File: src/rtl/tle_pkg.sv
package tle_pkg;

    // line store geometry
    localparam int LINE_LEN = 32;
    localparam int ADDR_W   = $clog2(LINE_LEN);
    localparam int CNT_W    = $clog2(LINE_LEN + 1);

    // key codes
    localparam logic [7:0] KEY_NUL     = 8'h00;
    localparam logic [7:0] KEY_EOT     = 8'h04;
    localparam logic [7:0] KEY_BS      = 8'h08;
    localparam logic [7:0] KEY_ESC     = 8'h1B;
    localparam logic [7:0] KEY_BRACKET = 8'h5B;
    localparam logic [7:0] KEY_RIGHT   = 8'h43;
    localparam logic [7:0] KEY_LEFT    = 8'h44;
    localparam logic [7:0] KEY_ERASE   = 8'h4B;
    localparam logic [7:0] KEY_DEL     = 8'h7F;
    localparam logic [7:0] DIGIT_LO    = 8'h30;
    localparam logic [7:0] DIGIT_HI    = 8'h39;

    // result kinds
    localparam logic [1:0] KIND_ECHO  = 2'd0;
    localparam logic [1:0] KIND_LINE  = 2'd1;
    localparam logic [1:0] KIND_ABORT = 2'd2;

    // configuration register indexes
    localparam logic [2:0] REG_DELIM0 = 3'd0;
    localparam logic [2:0] REG_DELIM1 = 3'd1;
    localparam logic [2:0] REG_DELIM2 = 3'd2;
    localparam logic [2:0] REG_DELIM3 = 3'd3;
    localparam logic [2:0] REG_COUNT  = 3'd4;

    typedef enum logic [2:0] {
        OP_LEFT,
        OP_RIGHT,
        OP_ABORT,
        OP_ERASE,
        OP_INSERT
    } op_t;

    typedef struct packed {
        op_t        op;
        logic [7:0] value;
        logic       delim;
    } cmd_t;

endpackage

File: src/rtl/tle_ram.sv
module tle_ram #(
    parameter int WIDTH = 8,
    parameter int DEPTH = 32
) (
    input  logic                     clk,
    input  logic                     we,
    input  logic [$clog2(DEPTH)-1:0] waddr,
    input  logic [WIDTH-1:0]         wdata,
    input  logic [$clog2(DEPTH)-1:0] raddr,
    output logic [WIDTH-1:0]         rdata
);

    logic [WIDTH-1:0] mem [DEPTH];

    // one write port, registered read
    always_ff @(posedge clk)
    begin
        if (we)
        begin
            mem[waddr] <= wdata;
        end
        rdata <= mem[raddr];
    end

endmodule

File: src/rtl/tle_front.sv
module tle_front (
    input  logic             clk,
    input  logic             rst_n,
    input  logic             in_valid,
    output logic             in_stall,
    input  logic [7:0]       rx_byte,
    input  logic             cfg_we,
    input  logic [2:0]       cfg_index,
    input  logic [7:0]       cfg_data,
    input  logic             q_full,
    output logic             q_push,
    output tle_pkg::cmd_t    q_cmd
);
    import tle_pkg::*;

    typedef enum logic [1:0] {
        ESC_IDLE,
        ESC_FIRST,
        ESC_SECOND,
        ESC_THIRD
    } esc_t;

    esc_t       esc_reg, esc_next;
    logic       bracket_reg, bracket_next;
    logic [7:0] delim_reg [4];
    logic [2:0] count_reg;
    logic       accept;
    logic       is_delim;
    logic [2:0] count_eff;

    assign in_stall = q_full;
    assign accept   = in_valid && !q_full;

    // delimiter match over the active registers
    always_comb
    begin
        count_eff = (count_reg > 3'd4) ? 3'd4 : count_reg;
        is_delim  = 1'b0;
        for (int i = 0; i < 4; i++)
        begin
            if (3'(i) < count_eff && delim_reg[i] == rx_byte)
            begin
                is_delim = 1'b1;
            end
        end
    end

    // classify the byte
    always_comb
    begin
        esc_next     = esc_reg;
        bracket_next = bracket_reg;
        q_push       = 1'b0;
        q_cmd.op     = OP_INSERT;
        q_cmd.value  = rx_byte;
        q_cmd.delim  = is_delim;
        if (accept)
        begin
            unique case (esc_reg)
                ESC_FIRST:
                begin
                    bracket_next = (rx_byte == KEY_BRACKET);
                    esc_next     = ESC_SECOND;
                end
                ESC_SECOND:
                begin
                    if (bracket_reg && rx_byte >= DIGIT_LO && rx_byte <= DIGIT_HI)
                    begin
                        esc_next = ESC_THIRD;
                    end
                    else
                    begin
                        esc_next = ESC_IDLE;
                        if (bracket_reg && rx_byte == KEY_LEFT)
                        begin
                            q_push   = 1'b1;
                            q_cmd.op = OP_LEFT;
                        end
                        else if (bracket_reg && rx_byte == KEY_RIGHT)
                        begin
                            q_push   = 1'b1;
                            q_cmd.op = OP_RIGHT;
                        end
                    end
                end
                ESC_THIRD:
                begin
                    esc_next = ESC_IDLE;
                end
                default:
                begin
                    if (rx_byte == KEY_ESC)
                    begin
                        esc_next = ESC_FIRST;
                    end
                    else if (rx_byte == KEY_NUL || rx_byte == KEY_EOT)
                    begin
                        q_push   = 1'b1;
                        q_cmd.op = OP_ABORT;
                    end
                    else if (rx_byte == KEY_BS || rx_byte == KEY_DEL)
                    begin
                        q_push   = 1'b1;
                        q_cmd.op = OP_ERASE;
                    end
                    else
                    begin
                        q_push = 1'b1;
                    end
                end
            endcase
        end
    end

    // escape state and configuration registers
    always_ff @(posedge clk or negedge rst_n)
    begin
        if (!rst_n)
        begin
            esc_reg      <= ESC_IDLE;
            bracket_reg  <= 1'b0;
            delim_reg[0] <= 8'd10;
            delim_reg[1] <= 8'd0;
            delim_reg[2] <= 8'd0;
            delim_reg[3] <= 8'd0;
            count_reg    <= 3'd1;
        end
        else
        begin
            esc_reg     <= esc_next;
            bracket_reg <= bracket_next;
            if (cfg_we)
            begin
                unique case (cfg_index)
                    REG_DELIM0: delim_reg[0] <= cfg_data;
                    REG_DELIM1: delim_reg[1] <= cfg_data;
                    REG_DELIM2: delim_reg[2] <= cfg_data;
                    REG_DELIM3: delim_reg[3] <= cfg_data;
                    REG_COUNT:  count_reg    <= cfg_data[2:0];
                    default:    ;
                endcase
            end
        end
    end

endmodule

File: src/rtl/tle_queue.sv
module tle_queue (
    input  logic          clk,
    input  logic          rst_n,
    input  logic          push,
    input  tle_pkg::cmd_t push_cmd,
    input  logic          pop,
    output tle_pkg::cmd_t pop_cmd,
    output logic          full,
    output logic          empty
);
    import tle_pkg::*;

    cmd_t       slot_reg [2];
    logic       wr_reg, rd_reg;
    logic [1:0] fill_reg;

    assign full    = (fill_reg == 2'd2);
    assign empty   = (fill_reg == 2'd0);
    assign pop_cmd = slot_reg[rd_reg];

    // two-entry command queue
    always_ff @(posedge clk or negedge rst_n)
    begin
        if (!rst_n)
        begin
            wr_reg   <= 1'b0;
            rd_reg   <= 1'b0;
            fill_reg <= 2'd0;
        end
        else
        begin
            if (push)
            begin
                slot_reg[wr_reg] <= push_cmd;
                wr_reg           <= !wr_reg;
            end
            if (pop)
            begin
                rd_reg <= !rd_reg;
            end
            fill_reg <= fill_reg + {1'b0, push} - {1'b0, pop};
        end
    end

endmodule

File: src/rtl/tle_back.sv
module tle_back (
    input  logic          clk,
    input  logic          rst_n,
    input  logic          q_empty,
    input  tle_pkg::cmd_t q_cmd,
    output logic          q_pop,
    output logic          out_valid,
    input  logic          out_stall,
    output logic [1:0]    kind,
    output logic [7:0]    data,
    output logic          last
);
    import tle_pkg::*;

    typedef enum logic [3:0] {
        ST_IDLE,
        ST_SEQ,
        ST_ABORT,
        ST_ESH_RD,
        ST_ESH_WR,
        ST_ECHO,
        ST_ISH_RD,
        ST_ISH_WR,
        ST_PLACE,
        ST_DUMP_RD,
        ST_DUMP_WR
    } state_t;

    state_t            state_reg;
    cmd_t              cmd_reg;
    logic [CNT_W-1:0]  cur_reg, len_reg, idx_reg;
    logic [2:0]        seq_reg, seq_max_reg;
    logic              erase_reg;
    logic [7:0]        seq_last_reg;
    logic              valid_reg;
    logic [1:0]        kind_reg;
    logic [7:0]        data_reg;
    logic              last_reg;
    logic              can_emit;
    logic [7:0]        seq_byte;
    logic              ram_we;
    logic [ADDR_W-1:0] ram_waddr, ram_raddr;
    logic [7:0]        ram_wdata, ram_rdata;
    logic [CNT_W-1:0]  idx_inc, idx_dec;

    assign out_valid = valid_reg;
    assign kind      = kind_reg;
    assign data      = data_reg;
    assign last      = last_reg;
    assign can_emit  = !valid_reg || !out_stall;
    assign q_pop     = (state_reg == ST_IDLE) && !q_empty;
    assign idx_inc   = idx_reg + CNT_W'(1);
    assign idx_dec   = idx_reg - CNT_W'(1);

    // bytes of ESC [ x ESC [ K
    always_comb
    begin
        case (seq_reg)
            3'd0, 3'd3: seq_byte = KEY_ESC;
            3'd1, 3'd4: seq_byte = KEY_BRACKET;
            3'd2:       seq_byte = seq_last_reg;
            default:    seq_byte = KEY_ERASE;
        endcase
    end

    // line store access
    always_comb
    begin
        ram_we    = 1'b0;
        ram_waddr = idx_reg[ADDR_W-1:0];
        ram_wdata = ram_rdata;
        unique case (state_reg)
            ST_ESH_RD, ST_ESH_WR: ram_raddr = idx_inc[ADDR_W-1:0];
            ST_ISH_RD, ST_ISH_WR: ram_raddr = idx_dec[ADDR_W-1:0];
            default:              ram_raddr = idx_reg[ADDR_W-1:0];
        endcase
        if (state_reg == ST_ESH_WR && can_emit)
        begin
            ram_we = 1'b1;
        end
        else if (state_reg == ST_ISH_WR)
        begin
            ram_we = 1'b1;
        end
        else if (state_reg == ST_PLACE)
        begin
            ram_we    = 1'b1;
            ram_waddr = cur_reg[ADDR_W-1:0];
            ram_wdata = cmd_reg.value;
        end
    end

    tle_ram #(
        .WIDTH (8),
        .DEPTH (LINE_LEN)
    ) u_store (
        .clk   (clk),
        .we    (ram_we),
        .waddr (ram_waddr),
        .wdata (ram_wdata),
        .raddr (ram_raddr),
        .rdata (ram_rdata)
    );

    // command sequencer and output register
    always_ff @(posedge clk or negedge rst_n)
    begin
        if (!rst_n)
        begin
            state_reg <= ST_IDLE;
            cur_reg   <= '0;
            len_reg   <= '0;
            valid_reg <= 1'b0;
        end
        else
        begin
            if (!out_stall)
            begin
                valid_reg <= 1'b0;
            end
            unique case (state_reg)
                ST_IDLE:
                begin
                    if (!q_empty)
                    begin
                        cmd_reg <= q_cmd;
                        seq_reg <= 3'd0;
                        unique case (q_cmd.op)
                            OP_LEFT:
                            begin
                                if (cur_reg != '0)
                                begin
                                    cur_reg      <= cur_reg - CNT_W'(1);
                                    seq_max_reg  <= 3'd2;
                                    seq_last_reg <= KEY_LEFT;
                                    erase_reg    <= 1'b0;
                                    state_reg    <= ST_SEQ;
                                end
                            end
                            OP_RIGHT:
                            begin
                                if (cur_reg < len_reg)
                                begin
                                    cur_reg      <= cur_reg + CNT_W'(1);
                                    seq_max_reg  <= 3'd2;
                                    seq_last_reg <= KEY_RIGHT;
                                    erase_reg    <= 1'b0;
                                    state_reg    <= ST_SEQ;
                                end
                            end
                            OP_ABORT:
                            begin
                                cur_reg   <= '0;
                                len_reg   <= '0;
                                state_reg <= ST_ABORT;
                            end
                            OP_ERASE:
                            begin
                                if (cur_reg != '0)
                                begin
                                    cur_reg      <= cur_reg - CNT_W'(1);
                                    len_reg      <= len_reg - CNT_W'(1);
                                    idx_reg      <= cur_reg - CNT_W'(1);
                                    seq_max_reg  <= 3'd5;
                                    seq_last_reg <= KEY_LEFT;
                                    erase_reg    <= 1'b1;
                                    state_reg    <= ST_SEQ;
                                end
                            end
                            default:
                            begin
                                if (len_reg < CNT_W'(LINE_LEN) || q_cmd.delim)
                                begin
                                    state_reg <= ST_ECHO;
                                end
                            end
                        endcase
                    end
                end
                ST_SEQ:
                begin
                    if (can_emit)
                    begin
                        valid_reg <= 1'b1;
                        kind_reg  <= KIND_ECHO;
                        data_reg  <= seq_byte;
                        last_reg  <= (seq_reg == seq_max_reg)
                                     && (!erase_reg || cur_reg == len_reg);
                        seq_reg   <= seq_reg + 3'd1;
                        if (seq_reg == seq_max_reg)
                        begin
                            state_reg <= (erase_reg && cur_reg != len_reg)
                                         ? ST_ESH_RD : ST_IDLE;
                        end
                    end
                end
                ST_ABORT:
                begin
                    if (can_emit)
                    begin
                        valid_reg <= 1'b1;
                        kind_reg  <= KIND_ABORT;
                        data_reg  <= 8'd0;
                        last_reg  <= 1'b1;
                        state_reg <= ST_IDLE;
                    end
                end
                ST_ESH_RD:
                begin
                    state_reg <= ST_ESH_WR;
                end
                ST_ESH_WR:
                begin
                    // pull the tail left one place and redraw it
                    if (can_emit)
                    begin
                        valid_reg <= 1'b1;
                        kind_reg  <= KIND_ECHO;
                        data_reg  <= ram_rdata;
                        last_reg  <= (idx_inc == len_reg);
                        idx_reg   <= idx_inc;
                        state_reg <= (idx_inc == len_reg) ? ST_IDLE : ST_ESH_RD;
                    end
                end
                ST_ECHO:
                begin
                    if (can_emit)
                    begin
                        valid_reg <= 1'b1;
                        kind_reg  <= KIND_ECHO;
                        data_reg  <= cmd_reg.value;
                        last_reg  <= !cmd_reg.delim;
                        if (len_reg < CNT_W'(LINE_LEN))
                        begin
                            idx_reg   <= len_reg;
                            state_reg <= (len_reg > cur_reg) ? ST_ISH_RD : ST_PLACE;
                        end
                        else
                        begin
                            idx_reg   <= '0;
                            state_reg <= ST_DUMP_RD;
                        end
                    end
                end
                ST_ISH_RD:
                begin
                    state_reg <= ST_ISH_WR;
                end
                ST_ISH_WR:
                begin
                    // open a gap at the cursor
                    idx_reg   <= idx_dec;
                    state_reg <= (idx_dec == cur_reg) ? ST_PLACE : ST_ISH_RD;
                end
                ST_PLACE:
                begin
                    len_reg <= len_reg + CNT_W'(1);
                    cur_reg <= cur_reg + CNT_W'(1);
                    idx_reg <= '0;
                    state_reg <= cmd_reg.delim ? ST_DUMP_RD : ST_IDLE;
                end
                ST_DUMP_RD:
                begin
                    state_reg <= ST_DUMP_WR;
                end
                ST_DUMP_WR:
                begin
                    if (can_emit)
                    begin
                        valid_reg <= 1'b1;
                        kind_reg  <= KIND_LINE;
                        data_reg  <= ram_rdata;
                        last_reg  <= (idx_inc == len_reg);
                        idx_reg   <= idx_inc;
                        if (idx_inc == len_reg)
                        begin
                            cur_reg   <= '0;
                            len_reg   <= '0;
                            state_reg <= ST_IDLE;
                        end
                        else
                        begin
                            state_reg <= ST_DUMP_RD;
                        end
                    end
                end
                default:
                begin
                    state_reg <= ST_IDLE;
                end
            endcase
        end
    end

endmodule

File: src/rtl/terminal_line_editor.sv
// Terminal line editor.
// Input channel: in_valid / in_stall with rx_byte, one keyboard byte per
// transaction. Output channel: out_valid / out_stall with kind, data and
// last; last marks the final result of one input byte, and a byte with no
// result gives no transaction at all.
// Configuration: cfg_we, cfg_index, cfg_data write the four delimiter
// bytes (index 0..3) and the delimiter count (index 4).
// The front end decodes escape sequences and delimiters in the cycle a
// byte is taken and posts a command into a two-entry queue; the back end
// runs each command against a 32-byte line store with one write and one
// registered read port. With the back end idle, a taken byte's command is
// written into a queue slot, then taken into the back end's command
// register, and its first result is then set in the output register.
// Each stored byte that is shifted, redrawn or sent out as line data
// takes a read state and then a write state on the store port; an insert
// shifts the bytes from the cursor to the end, and a delimiter sends out
// the whole line. Reset clears cursor, length, escape state, the queue
// and the output valid flag, and loads delimiter 10 with a count of 1.
// When the receiver stalls, the output register holds, the back end
// waits, and once the queue is full in_stall rises.
module terminal_line_editor (
    input  logic       clk,
    input  logic       rst_n,
    input  logic       in_valid,
    output logic       in_stall,
    input  logic [7:0] rx_byte,
    output logic       out_valid,
    input  logic       out_stall,
    output logic [1:0] kind,
    output logic [7:0] data,
    output logic       last,
    input  logic       cfg_we,
    input  logic [2:0] cfg_index,
    input  logic [7:0] cfg_data
);
    import tle_pkg::*;

    cmd_t push_cmd, pop_cmd;
    logic push, pop, full, empty;

    tle_front u_front (
        .clk       (clk),
        .rst_n     (rst_n),
        .in_valid  (in_valid),
        .in_stall  (in_stall),
        .rx_byte   (rx_byte),
        .cfg_we    (cfg_we),
        .cfg_index (cfg_index),
        .cfg_data  (cfg_data),
        .q_full    (full),
        .q_push    (push),
        .q_cmd     (push_cmd)
    );

    tle_queue u_queue (
        .clk      (clk),
        .rst_n    (rst_n),
        .push     (push),
        .push_cmd (push_cmd),
        .pop      (pop),
        .pop_cmd  (pop_cmd),
        .full     (full),
        .empty    (empty)
    );

    tle_back u_back (
        .clk       (clk),
        .rst_n     (rst_n),
        .q_empty   (empty),
        .q_cmd     (pop_cmd),
        .q_pop     (pop),
        .out_valid (out_valid),
        .out_stall (out_stall),
        .kind      (kind),
        .data      (data),
        .last      (last)
    );

endmodule

File: config.mk
export PLATFORM = sky130hd
export DESIGN_NAME = terminal_line_editor
export DESIGN_NICKNAME = d
export VERILOG_FILES = /design/src/rtl/tle_pkg.sv /design/src/rtl/tle_ram.sv /design/src/rtl/tle_front.sv /design/src/rtl/tle_queue.sv /design/src/rtl/tle_back.sv /design/src/rtl/terminal_line_editor.sv
export SDC_FILE = /design/constraint.sdc
export NUM_CORES = 1
export LEC_CHECK = 0
export ABC_CLOCK_PERIOD_IN_PS = 3400
export BUFFER_PORTS_ARGS = -buffer_cell sky130_fd_sc_hd__buf_2
export CAP_MARGIN = 20
export CORE_MARGIN = 3
export CORE_UTILIZATION = 50
export CTS_CLUSTER_DIAMETER = 150
export CTS_CLUSTER_SIZE = 10
export DETAILED_ROUTE_END_ITERATION = 8
export GPL_ROUTABILITY_DRIVEN = 0
export GPL_TIMING_DRIVEN = 0
export PLACE_DENSITY = 0.74
export SYNTH_ARGS = -nofsm -noshare
export SYNTH_HDL_FRONTEND = slang
export SYNTH_SLANG_ARGS = --single-unit
File: constraint.sdc
create_clock -name clk -period 3.4 [get_ports clk]
set_clock_uncertainty 0.05 [all_clocks]
set_input_delay 0.85 -clock clk [delete_from_list [all_inputs] [get_ports clk]]
set_output_delay 0.85 -clock clk [all_outputs]
set_load 0.02 [all_outputs]
==> run_results.csv <==
group,metric,value,unit
routing,final_antenna_net_count,0,
power,power.leakage,0.00687,µW
logic_synthesis,ys.warnings.count,0,
layout,sequential_cell_area,11000,µm²
critical_path,slowest_stage,"or4b_2",
critical_path,worst-path-max-fanout,10,
timing,worst_slew_pin_tran,0.873,ns
routing,vias,10700,
die,starting_density,0.511,
die,fp.coreArea,33700,µm²
power,p_int,11900,µW
routing,avgViaCountPerCell,6.04,
cts,clk-insertion-delay-late,0.56,ns
timing,finalSetupTns,0,ns
hold_path,timing.hold.worst.class,"primary input to asynchronous set/reset pin",
power,ir_drop,0.619,mV
cts,cts_sinks,380,
logic_synthesis,syn_inst,1197,
die,die-width,192,µm
logic_synthesis,synth.ff_latch_count,380,
power,pwr-share-comb,0.435,
timing,setup_ws,0.0201,ns
timing,final_max_slew_viol_count,0,
logic_synthesis,synth.area.top_cells,"edfxtp_1 55%, dfrtp_1 8.1%, mux4_2 6.3%",
critical_path,arrival,3.74,ns
layout,num-fill-cells,2596,
grt,grt_overflow,0,
power,switching_power,7190,µW
cts,htree_num_levels,2,
critical_path,timing_worst_setup_path_type,"flip-flop to flip-flop",
cts,tritoncts,"built",
layout,drive_above_1_share,0.228,
cts,clk_transition_reported_paths,0.06,ns
placed_design,count_of_port_buffers_added_during_placement,36,
grt,first_global_vias,10800,
logic_synthesis,synth_enable_flop_cells,313,
critical_path,worst_r2r_setup_slack,0.02,ns
cts,max-clock-path-buffers,3,
timing,finalHoldViolCount,0,
critical_path,critical_path.max_stage_delay,0.72,ns
die,fp-row-count,67,
grt,grt_start_max_net_pins,69,
routing,drt-total-wl,39.8,mm
logic_synthesis,syn_avg_cell_area,14.4,µm²
timing,setup_violations,0,
critical_path,cp_cell_sequence,"clkbuf_1 -> or4b_2 -> nand2_1 -> a311o_1 -> o211ai_1 -> buf_4 -> or3_1 -> buf_2 -> o22ai_1 -> nor4_2",
job,cap_viol_max_count,0,
layout,finalNetCount,1344,
critical_path,endpoint_kind,"flip-flop",
critical_path,worst_case_reg_to_reg_path_depth,10,
power,power_density,968,nW/µm²
critical_path,crit_path_start_kind,"flip-flop",
timing,fmax,296,MHz
cts,root_buffer,"clkbuf_16",
routing,drt_iter0_drc,1144,
die,dieArea,36700,µm²
routing,remaining_drc_errors,0,
layout,diodes,0,
die,chipHeight,192,µm
grt,first_pass_grt_wire_length,61.1,mm
routing,dr.pass1.iters,5,
layout,area_growth_syn_to_layout,14.4,%
logic_synthesis,async_reset_ff_frac,0.155,
critical_path,crit-reg2reg-launch,"u_back.state_reg[3]",
logic_synthesis,synth_top_area_share,0.546,
timing,timing.final.crit_share,0.994,
cts,cts_made_buffers,43,
timing,finalWorstPathRequiredPeriod,3.38,ns
logic_synthesis,synth_top_area_cell,"edfxtp_1",
logic_synthesis,synth_nets,1244,
grt,globalRouteTotalUtil,0.218,
logic_synthesis,yosysUniqueCellTypes,80,
die,boundaryPins,37,
grt,antenna_found_initial,0,
logic_synthesis,most_instantiated_flip_flop_cell_in_the_synthesis_netlist,"edfxtp_1",
layout,multiInputGateArea,6050,µm²
power,clock_power_share,0.219,
layout,flip_flop_count_of_the_largest_register_all_copies_and_words_added,256,
routing,avgRoutedWirePerCell,22.5,µm
critical_path,reg2reg_to,"u_back.u_store.rdata[3]",
placed_design,dp_worst_setup_slack,-0.540,ns
logic_synthesis,mappedNetlistArea,17200,µm²
critical_path,critPathRequiredTime,3.76,ns
status,status,"complete, no violations",
timing,relative_slew_slack,0.414,
power,netSwitchingFraction,0.377,
placed_design,place.detailed.hpwl,26.0,mm
power,power_frac_seq,0.347,
logic_synthesis,yosysSeqAreaShare,0.641,
## synth_stat cells, drive strengths merged, types with 24 or more instances
master and number:
mux4 48, xnor2 24, buf 25, o22ai 39
inv 30, mux2i 46, o21ai 38, a21oi 29
edfxtp 313, nand3 27, dfrtp 56, clkbuf 38
nand2 86, xor2 38, nor2 77, nor3 26
mux2 45
## layout by cell type, fill, tap and decap left out, types with 7 or more instances in the layout
| cell | instances |
|---|---|
| edfxtp_1 | 313 |
| nand2_1 | 80 |
| dfrtp_1 | 56 |
| clkbuf_1 | 53 |
| mux4_2 | 48 |
| mux2i_1 | 46 |
| mux2_2 | 45 |
| buf_2 | 44 |
| clkbuf_16 | 43 |
| nor2_1 | 41 |
| xor2_1 | 38 |
| o22ai_1 | 37 |
| o21ai_0 | 33 |
| inv_1 | 29 |
| a21oi_1 | 27 |
| nand3_1 | 26 |
| nor3_1 | 26 |
| nor2_2 | 25 |
| xnor2_1 | 23 |
| ha_1 | 23 |
| buf_4 | 20 |
| nor4_1 | 12 |
| and3_1 | 11 |
| nor2_4 | 11 |
| a22oi_1 | 10 |
| o31ai_1 | 9 |
| clkbuf_2 | 8 |
| nand2b_1 | 8 |
| a31oi_1 | 8 |
| a211oi_2 | 8 |
| dfxtp_1 | 8 |
| a221oi_1 | 7 |
## cell type report
cell class | instances | share of cell area
Sequential cell | 380 | 0.560
Tap cell | 448 | 0.0285
Inverter | 30 | 0.00572
Timing Repair Buffer | 55 | 0.0191
Clock inverter | 3 | 0.00356
Buffer | 63 | 0.0163
Multi-Input combinational cell | 724 | 0.307
Clock buffer | 68 | 0.0594
## critical path: cells and delay by family (launching register included)
family                 cells  cell delay (ns)
buffers and inverters      3             0.63
and+or+nand+nor            4             1.37
AOI/OAI and AO/OA          3             0.83
DFF                        1             0.36
## power by group through the flow
stage               Sequential [µW]  Clock [µW]  Combinational [µW]
finish                         6610        4170                8290
global route                   6660        4420                8880
CTS                            6620        4230                7910
detailed placement             6720           0                7670
global placement               6700           0                7510
floorplan                      6630           0                5480
## cells by family after synthesis
logic type	synth area share
AO/OA/AOI/OAI	0.0783
AND/OR/NAND/NOR	0.0860
adder cells (fa/ha/maj)	0.0167
XOR/XNOR	0.0359
flip-flops	0.641
multiplexers	0.119
buffers and inverters	0.0231
## worst max path at each step
stage                             start                         to  cells past startpoint
finish              u_back.state_reg[3]    u_back.u_store.rdata[3]                     10
global route        u_back.state_reg[1]   u_back.u_store.mem[3][2]                      7
CTS                 u_back.state_reg[3]  u_back.u_store.mem[24][6]                      7
detailed placement    u_back.idx_reg[1]    u_back.u_store.rdata[5]                     11
global placement      u_back.idx_reg[1]    u_back.u_store.rdata[3]                     11
floorplan                    rx_byte[6]     u_queue.slot_reg[0][0]                      7
## stage by stage
| step | utilization | hold WS [ns] | total power, µW | std cells | area (µm²) |
|---|---|---|---|---|---|
| after CTS | 0.575 | 0.385 | 18800 | 1754 | 19400 |
| after detailed placement | 0.534 | 0.430 | 14400 | 1683 | 18000 |
| after global placement | 0.533 | 0.424 | 14200 | 1681 | 18000 |
| after global routing | 0.585 | 0.428 | 20000 | 1771 | 19700 |
| final | 0.585 | 0.367 | 19100 | 1771 | 19700 |
| after floorplan | - | 0.406 | 12100 | 1197 | 17200 |
## routing by layer
layer | global-route usage | part of all wire | wire length (µm) | vias to the layer above
li1 | - | - | - | 4824
met1 | 0.297 | 0.40 | 16000 | 5300
met2 | 0.353 | 0.48 | 19300 | 499
met3 | 0.0456 | 0.083 | 3300 | 82
met4 | 0.0765 | 0.030 | 1190 | 0
met5 | 0 | 0 | 0 | -
## repair_timing
item | 4_1_cts | 5_1_grt
buffers inserted | 0 | 12
hold endpoints to repair | 0 | 0
hold buffers | 0 | 0
pin swaps | 0 | 9
gates resized for setup | 51 | 45
cloned | 0 | 0
setup endpoints to repair | 425 | 348
Note: power is estimated with default switching activity, not from simulation.
